File: src/hdl/ifpm_pkg.sv
package ifpm_pkg;

    localparam int CFG_ADDR_BITS = 5;

    localparam logic [1:0] MODE_AWAKE    = 2'd0;
    localparam logic [1:0] MODE_FADE_OUT = 2'd1;
    localparam logic [1:0] MODE_ASLEEP   = 2'd2;
    localparam logic [1:0] MODE_FADE_IN  = 2'd3;

    localparam logic [23:0] RST_IDLE_TIMEOUT  = 24'd10000;
    localparam logic [7:0]  RST_FADE_OUT_STEP = 8'd8;
    localparam logic [7:0]  RST_FADE_IN_STEP  = 8'd12;
    localparam logic [7:0]  RST_FADE_OUT_INTV = 8'd20;
    localparam logic [7:0]  RST_FADE_IN_INTV  = 8'd10;
    localparam logic [7:0]  RST_TARGET        = 8'd200;

    typedef struct packed {
        logic [23:0] idle_limit;
        logic [7:0]  dim_step;
        logic [7:0]  rise_step;
        logic [7:0]  dim_period;
        logic [7:0]  rise_period;
        logic [7:0]  full_level;
    } cfg_t;

    typedef struct packed {
        logic [7:0] brightness;
        logic [1:0] power_mode;
        logic       display_asleep;
        logic       brightness_changed;
    } result_t;

endpackage

File: src/hdl/ifpm_regs.sv
module ifpm_regs (
    input  logic                               clk,
    input  logic                               rst_n,
    input  logic                               psel,
    input  logic                               penable,
    input  logic                               pwrite,
    input  logic [ifpm_pkg::CFG_ADDR_BITS-1:0] paddr,
    input  logic [31:0]                        pwdata,
    output logic [31:0]                        prdata,
    output logic                               pready,
    output ifpm_pkg::cfg_t                     cfg
);
    import ifpm_pkg::*;

    localparam logic [2:0] REG_IDLE_TIMEOUT  = 3'd0;
    localparam logic [2:0] REG_FADE_OUT_STEP = 3'd1;
    localparam logic [2:0] REG_FADE_IN_STEP  = 3'd2;
    localparam logic [2:0] REG_FADE_OUT_INTV = 3'd3;
    localparam logic [2:0] REG_FADE_IN_INTV  = 3'd4;
    localparam logic [2:0] REG_TARGET        = 3'd5;

    cfg_t       cfg_reg;
    cfg_t       cfg_next;
    logic [2:0] reg_idx;
    logic       wr_en;

    assign pready  = 1'b1;
    assign reg_idx = paddr[CFG_ADDR_BITS-1:2];
    assign wr_en   = psel && penable && pwrite;
    assign cfg     = cfg_reg;

    always_comb
    begin
        cfg_next = cfg_reg;
        if (wr_en)
        begin
            case (reg_idx)
                REG_IDLE_TIMEOUT:  cfg_next.idle_limit  = pwdata[23:0];
                REG_FADE_OUT_STEP: cfg_next.dim_step    = pwdata[7:0];
                REG_FADE_IN_STEP:  cfg_next.rise_step   = pwdata[7:0];
                REG_FADE_OUT_INTV: cfg_next.dim_period  = pwdata[7:0];
                REG_FADE_IN_INTV:  cfg_next.rise_period = pwdata[7:0];
                REG_TARGET:        cfg_next.full_level  = pwdata[7:0];
                default:           cfg_next = cfg_reg;
            endcase
        end
    end

    always_comb
    begin
        case (reg_idx)
            REG_IDLE_TIMEOUT:  prdata = {8'd0, cfg_reg.idle_limit};
            REG_FADE_OUT_STEP: prdata = {24'd0, cfg_reg.dim_step};
            REG_FADE_IN_STEP:  prdata = {24'd0, cfg_reg.rise_step};
            REG_FADE_OUT_INTV: prdata = {24'd0, cfg_reg.dim_period};
            REG_FADE_IN_INTV:  prdata = {24'd0, cfg_reg.rise_period};
            REG_TARGET:        prdata = {24'd0, cfg_reg.full_level};
            default:           prdata = 32'd0;
        endcase
    end

    always_ff @(posedge clk or negedge rst_n)
    begin
        if (!rst_n)
        begin
            cfg_reg.idle_limit  <= RST_IDLE_TIMEOUT;
            cfg_reg.dim_step    <= RST_FADE_OUT_STEP;
            cfg_reg.rise_step   <= RST_FADE_IN_STEP;
            cfg_reg.dim_period  <= RST_FADE_OUT_INTV;
            cfg_reg.rise_period <= RST_FADE_IN_INTV;
            cfg_reg.full_level  <= RST_TARGET;
        end
        else
        begin
            cfg_reg <= cfg_next;
        end
    end

endmodule

File: src/hdl/ifpm_core.sv
module ifpm_core #(
    parameter int IDLE_COUNT_BITS = 25
) (
    input  logic              clk,
    input  logic              rst_n,
    input  logic              step_en,
    input  logic              activity,
    input  ifpm_pkg::cfg_t    cfg,
    output ifpm_pkg::result_t res_next
);
    import ifpm_pkg::*;

    localparam int CMP_W = (IDLE_COUNT_BITS > 24) ? IDLE_COUNT_BITS : 24;
    localparam logic [8:0] STEP_MAX = 9'd511;

    typedef enum logic [1:0] {
        ST_AWAKE    = MODE_AWAKE,
        ST_FADE_OUT = MODE_FADE_OUT,
        ST_ASLEEP   = MODE_ASLEEP,
        ST_FADE_IN  = MODE_FADE_IN
    } mode_t;

    mode_t                      mode_reg;
    mode_t                      mode_next;
    mode_t                      mode_mid;
    logic [7:0]                 level_reg;
    logic [7:0]                 level_next;
    logic [7:0]                 level_mid;
    logic [IDLE_COUNT_BITS-1:0] idle_count_reg;
    logic [IDLE_COUNT_BITS-1:0] idle_count_next;
    logic [8:0]                 step_count_reg;
    logic [8:0]                 step_count_next;
    logic [8:0]                 step_mid;
    logic [8:0]                 up_sum;
    logic                       changed;

    always_comb
    begin
        changed         = 1'b0;
        idle_count_next = (idle_count_reg == '1) ? idle_count_reg
                                                 : idle_count_reg + 1'b1;
        step_mid        = (step_count_reg == STEP_MAX) ? step_count_reg
                                                       : step_count_reg + 1'b1;
        mode_mid        = mode_reg;
        level_mid       = level_reg;

        if (activity)
        begin
            idle_count_next = '0;
            if (mode_reg == ST_FADE_OUT)
            begin
                mode_mid = ST_FADE_IN;
                step_mid = '0;
            end
            else if (mode_reg == ST_ASLEEP)
            begin
                level_mid = '0;
                changed   = 1'b1;
                mode_mid  = ST_FADE_IN;
                step_mid  = '0;
            end
        end

        mode_next       = mode_mid;
        level_next      = level_mid;
        step_count_next = step_mid;
        up_sum          = {1'b0, level_mid} + {1'b0, cfg.rise_step};

        case (mode_mid)
            ST_AWAKE:
            begin
                if (CMP_W'(idle_count_next) > CMP_W'(cfg.idle_limit))
                begin
                    mode_next       = ST_FADE_OUT;
                    step_count_next = '0;
                end
            end
            ST_FADE_OUT:
            begin
                if (step_mid > {1'b0, cfg.dim_period})
                begin
                    if (level_mid != '0)
                    begin
                        level_next = (level_mid > cfg.dim_step)
                                   ? level_mid - cfg.dim_step : '0;
                        changed    = 1'b1;
                    end
                    else
                    begin
                        mode_next = ST_ASLEEP;
                    end
                    step_count_next = '0;
                end
            end
            ST_FADE_IN:
            begin
                if (step_mid > {1'b0, cfg.rise_period})
                begin
                    if (level_mid < cfg.full_level)
                    begin
                        level_next = (up_sum > {1'b0, cfg.full_level})
                                   ? cfg.full_level : up_sum[7:0];
                        changed    = 1'b1;
                    end
                    else
                    begin
                        mode_next = ST_AWAKE;
                    end
                    step_count_next = '0;
                end
            end
            default:
            begin
                mode_next = mode_mid;
            end
        endcase

        res_next.brightness         = level_next;
        res_next.power_mode         = mode_next;
        res_next.display_asleep     = (mode_next == ST_ASLEEP);
        res_next.brightness_changed = changed;
    end

    always_ff @(posedge clk or negedge rst_n)
    begin
        if (!rst_n)
        begin
            mode_reg       <= ST_AWAKE;
            level_reg      <= RST_TARGET;
            idle_count_reg <= '0;
            step_count_reg <= '0;
        end
        else if (step_en)
        begin
            mode_reg       <= mode_next;
            level_reg      <= level_next;
            idle_count_reg <= idle_count_next;
            step_count_reg <= step_count_next;
        end
    end

endmodule

File: src/hdl/idle_fade_power_manager.sv
// Chan | Dir | Handshake            | Payload
// in   | in  | in_valid, in_stall   | activity
// out  | out | out_valid, out_stall | brightness, power_mode, display_asleep, brightness_changed
// cfg  | in  | APB psel, penable    | paddr, pwdata, prdata
//
// One tick beat per cycle unless out_stall holds a full output register; a taken beat's
// result is registered when it leaves the input register. Input register, then tick logic
// into the output register; state moves on the cycle a beat leaves the input register.
// Reset: config registers at defaults, awake, level 200, counters cleared.
// in_stall is high only while the input register and output register both hold beats
// and out_stall is high.
module idle_fade_power_manager #(
    parameter int IDLE_COUNT_BITS = 25
) (
    input  logic                               clk,
    input  logic                               rst_n,
    input  logic                               in_valid,
    output logic                               in_stall,
    input  logic                               activity,
    output logic                               out_valid,
    input  logic                               out_stall,
    output logic [7:0]                         brightness,
    output logic [1:0]                         power_mode,
    output logic                               display_asleep,
    output logic                               brightness_changed,
    input  logic                               psel,
    input  logic                               penable,
    input  logic                               pwrite,
    input  logic [ifpm_pkg::CFG_ADDR_BITS-1:0] paddr,
    input  logic [31:0]                        pwdata,
    output logic [31:0]                        prdata,
    output logic                               pready
);
    import ifpm_pkg::*;

    cfg_t    cfg;
    result_t res_next;
    result_t res_reg;
    logic    s1_valid_reg;
    logic    s1_valid_next;
    logic    s1_activity_reg;
    logic    out_valid_reg;
    logic    out_open;
    logic    s1_fire;
    logic    accept;

    assign out_open = !out_valid_reg || !out_stall;
    assign s1_fire  = s1_valid_reg && out_open;
    assign in_stall = s1_valid_reg && !out_open;
    assign accept   = in_valid && !in_stall;

    assign s1_valid_next = accept || (s1_valid_reg && !s1_fire);

    ifpm_regs u_regs (
        .clk     (clk),
        .rst_n   (rst_n),
        .psel    (psel),
        .penable (penable),
        .pwrite  (pwrite),
        .paddr   (paddr),
        .pwdata  (pwdata),
        .prdata  (prdata),
        .pready  (pready),
        .cfg     (cfg)
    );

    ifpm_core #(
        .IDLE_COUNT_BITS (IDLE_COUNT_BITS)
    ) u_core (
        .clk      (clk),
        .rst_n    (rst_n),
        .step_en  (s1_fire),
        .activity (s1_activity_reg),
        .cfg      (cfg),
        .res_next (res_next)
    );

    always_ff @(posedge clk or negedge rst_n)
    begin
        if (!rst_n)
        begin
            s1_valid_reg  <= 1'b0;
            out_valid_reg <= 1'b0;
        end
        else
        begin
            s1_valid_reg <= s1_valid_next;
            if (out_open)
            begin
                out_valid_reg <= s1_valid_reg;
            end
        end
    end

    always_ff @(posedge clk)
    begin
        if (accept)
        begin
            s1_activity_reg <= activity;
        end
        if (s1_fire)
        begin
            res_reg <= res_next;
        end
    end

    assign out_valid          = out_valid_reg;
    assign brightness         = res_reg.brightness;
    assign power_mode         = res_reg.power_mode;
    assign display_asleep     = res_reg.display_asleep;
    assign brightness_changed = res_reg.brightness_changed;

    a_stall_only_when_full: assert property (@(posedge clk) disable iff (!rst_n)
        in_stall |-> (s1_valid_reg && out_valid && out_stall))
        else $error("input stalled with room downstream");

    a_beat_moves_out: assert property (@(posedge clk) disable iff (!rst_n)
        (s1_valid_reg && !(out_valid && out_stall)) |=> out_valid)
        else $error("beat left input register but no output beat");

    a_asleep_flag: assert property (@(posedge clk) disable iff (!rst_n)
        out_valid |-> (display_asleep == (power_mode == MODE_ASLEEP)))
        else $error("asleep flag disagrees with mode");

    a_change_only_ramping: assert property (@(posedge clk) disable iff (!rst_n)
        (out_valid && brightness_changed)
            |-> (power_mode == MODE_FADE_OUT || power_mode == MODE_FADE_IN))
        else $error("brightness changed outside a ramp");

endmodule
File: config.mk
export PLATFORM = sky130hd
export DESIGN_NAME = idle_fade_power_manager
export DESIGN_NICKNAME = d
export VERILOG_FILES = /design/src/hdl/ifpm_pkg.sv /design/src/hdl/ifpm_regs.sv /design/src/hdl/ifpm_core.sv /design/src/hdl/idle_fade_power_manager.sv
export SDC_FILE = /design/constraint.sdc
export NUM_CORES = 1
export LEC_CHECK = 0
export BUFFER_PORTS_ARGS = -buffer_cell sky130_fd_sc_hd__buf_2
export CORE_MARGIN = 4
export CORE_UTILIZATION = 30
export CTS_CLUSTER_DIAMETER = 60
export DETAILED_ROUTE_END_ITERATION = 6
export GPL_ROUTABILITY_DRIVEN = 0
export GPL_TIMING_DRIVEN = 0
export MAX_ROUTING_LAYER = met4
export SYNTH_ARGS = -nofsm -noshare
export SYNTH_HDL_FRONTEND = slang
export SYNTH_HIERARCHICAL = 1
export SYNTH_SLANG_ARGS = --single-unit
File: constraint.sdc
create_clock -name clk -period 4.4 [get_ports clk]
set_input_delay 0.44 -clock clk [delete_from_list [all_inputs] [get_ports clk]]
set_output_delay 0.44 -clock clk [all_outputs]
set_load 0.02 [all_outputs]
==> key figures <==
Die
  • Num rows: 63
  • Die height: 183 um
  • Core area: 0.0299 mm2
  • Starting density of the core: 30.7%
  • Die footprint: 0.0334 mm2
  • Die width: 183 um
  • Io pins: 92

Outcome
  • Outcome: completed

CTS
  • Clock Root Buffer: clkbuf_16
  • CTS tree: yes
  • Worst-Skew Late Latency: 0.43 ns
  • H-tree depth: 4
  • # clock sinks: 123
  • CTS buffer count: 17
  • Clock transition at path regs: 0.06 ns
  • CTS max path bufs: 2

Pwr
  • Peak VDD IR: 0.287 mV
  • PwrDens: 551 mW/mm2
  • P_leak: 0.00501 uW
  • Power Total: 6050 uW

Cells and area
  • Final Non-Filler Cells: 1,463
  • Filler cells: 2,977
  • Max reg flops: 64
  • Footprint of the multi-input gates: 0.00564 mm2
  • Final net count: 1,182
  • Post-layout util: 36.7%
  • Layout cells sized above 1: 26.7%
  • Ant diodes: 0
  • FF/Latch Area: 0.00317 mm2
  • Layout area overhead: 19.8%

Global routing
  • GRT Util Overall: 15.4%
  • Largest net degree at the start of global routing: 91
  • Number of global-route vias before repair: 7,355
  • Overflow after GRT: 0
  • First-pass GRT wire length: 40,300 um
  • Initial antenna violation count: 0

Timing
  • Fin crit period: 4.35 ns
  • Worst Skew: 0.0121 ns
  • Slew headroom: 35.8%
  • Final Cycle Share: 98.8%
  • Final Hold Viols: 0
  • Final setup TNS: 0 ns
  • Setup violators final: 0
  • Slew at the pin with the worst max-slew slack: 0.956 ns
  • Fin. max-slew vios: 0
  • FMAX: 230 MHz

Route
  • Vias/cell: 5.12
  • 1st-iter DRT viols: 522
  • DRC violation count after routing: 0
  • Vias: 7,495
  • Post-Route WL: 25,200 um
  • Routed wire length per instance: 17.2 um
  • DRT Pass-1 Iters: 6
  • Detail Route Antenna Nets: 0

Yosys
  • Commonest cells post-synth: 92 x dfrtp_1, 80 x nor2_1, 75 x ha_1
  • Most common cell in the netlist: dfrtp_1
  • Area contributors post-synth: dfrtp_1 25%, ha_1 10%, mux2_2 7.0%
  • Yosys cell types: 76
  • Top-area cell type share of the netlist area: 25.1%
  • Ys Warns: 6
  • Ys async rst share: 89.4%
  • Synth area leader: dfrtp_1
  • Syn Area/Cell: 9.69 um2
  • Seq/Total Area, Yosys: 34.5%
  • Synth Register Bits: 123
  • Top FF cell, synth: dfrtp_1
  • Synth Cell Area: 0.00917 mm2
  • Gate count of the mapped netlist: 946
  • EDFF count, synth: 13

Place
  • Post-placement cell count: 1,415
  • PortBufs: 71
  • Dpl hpwl: 19,000 um

Critical path
  • CP max stage delay: 0.43 ns
  • Crit path kind: flip-flop to flip-flop
  • WP data arrival: 4.52 ns
  • Worst-path maximum fanout: 6
  • R2R Setup Slk: 0.05 ns
  • Startpoint types: flip-flop
  • CP Cell Sequence: nand3b_4, buf_6, and2_4, ha_4, nand3_2, o211ai_1, o41ai_2, xnor2_1, ha_2, or4_4, a2111o_1, a21o_1, buf_6, mux2i_1, a221o_1, mux2_4
  • Slowest CP cell: o41ai_2
  • Worst r2r src: u_core/mode_reg[0]
  • CP required: 4.57 ns
  • Critical path capture point type: flip-flop
  • CP Launch Point: u_core/mode_reg[0]
  • Most common cell on crit path: buf_6

Min path
  • Hold crit path type: input port to flip-flop
  • Hold_sp: activity

Job
  • Maxcap violations: 0
[metrics by stage]
| step | setup slack (ns) | hold slack, ns | instance area, um2 |
|---|---|---|---|
| after floorplan | 0.250 | 0.144 | 9190 |
| after global placement | -0.277 | 0.478 | 10000 |
| after detailed placement | -0.304 | 0.301 | 10100 |
| after CTS | 0.00251 | 0.172 | 10800 |
| after global routing | -0.0307 | 0.181 | 11000 |
| final | 0.0540 | 0.189 | 11000 |
[layout make-up]
class / instances / area share [%]
clock inverters: 12 / 1.14
clock buffers: 20 / 4.46
well taps: 390 / 4.45
plain buffers: 45 / 2.56
inverters: 69 / 2.36
repair buffers: 90 / 4.83
flip-flops and latches: 123 / 28.8
multi-input cells: 714 / 51.4
[cells by family (layout without fill, tap and decap cells)]
| logic type | count (synthesis) | count (layout) | synth area share (%) |
|---|---|---|---|
| flops | 123 | 123 | 34.5 |
| buf+inv | 116 | 236 | 5.81 |
| mux | 116 | 116 | 14.6 |
| simple gates | 281 | 281 | 15.8 |
| other cells | 2 | 9 | 0.0819 |
| fa+ha+maj | 77 | 77 | 10.7 |
| compound gates | 196 | 196 | 15.2 |
| xor+xnor | 35 | 35 | 3.34 |
[layer usage]
layer / vias to the layer above / track usage, % / wire (um)
met5: - / - / 0
met4: 0 / 4.23 / 476
met3: 27 / 2.04 / 972
met2: 191 / 24.5 / 11900
met1: 3624 / 20.8 / 11900
li1: 3653 / - / -
[repair_timing]
item,4_1_cts,5_1_grt
setup endpoints to repair,23,24
setup buffers,2,15
resized for setup,10,34
pin swaps,1,16
hold buffers,1,0
hold endpoints to repair,16,0
[critical path, delay by kind of cell (launching register included)]
kind	cells	cell delay [ns]
mux	2	0.39
fa+ha+maj	2	0.47
simple gates	4	0.88
flops	1	0.41
buf+inv	2	0.30
xor+xnor	1	0.18
compound gates	5	1.47
[layout by cell type (no fill, tap or decap), types with 6 or more instances in the layout]
cell / instances
xor2_1: 12
clkbuf_1: 20
a21oi_1: 44
and4_1: 6
conb_1: 9
a221o_1: 6
dfrtp_1: 92
buf_4: 28
a31oi_1: 15
nand4_1: 19
nand2b_1: 10
nor2_1: 77
and3_1: 8
inv_1: 68
edfxtp_1: 13
ha_1: 71
nor3_1: 9
o211ai_1: 11
mux2i_1: 36
nand3_1: 24
o2bb2ai_1: 18
a211oi_1: 7
dfstp_2: 18
mux2_2: 56
xnor2_1: 22
and2_1: 25
or3_1: 6
o21ai_0: 21
nand2_1: 55
mux2_4: 21
nor2_2: 6
clkbuf_16: 19
a21o_1: 13
buf_2: 76
[power by group]
group / internal (uW) / switching, uW / leakage, uW
Sequential: 1430 / 222 / 0.00151
Combinational: 1290 / 1640 / 0.00320
Clock: 874 / 582 / 0.000298
Total: 3600 / 2440 / 0.00501
[worst paths after layout]
kind                                   end  cells past startpoint
setup / recovery             brightness[0]                     16
hold / removal             s1_activity_reg                      1
setup reg to reg             brightness[0]                     16
hold reg to reg                  out_valid                      1
max in group asynchronous   u_regs/cfg[26]                      3
min in group asynchronous   u_regs/cfg[63]                      2
(Power assumes the default switching activity.)
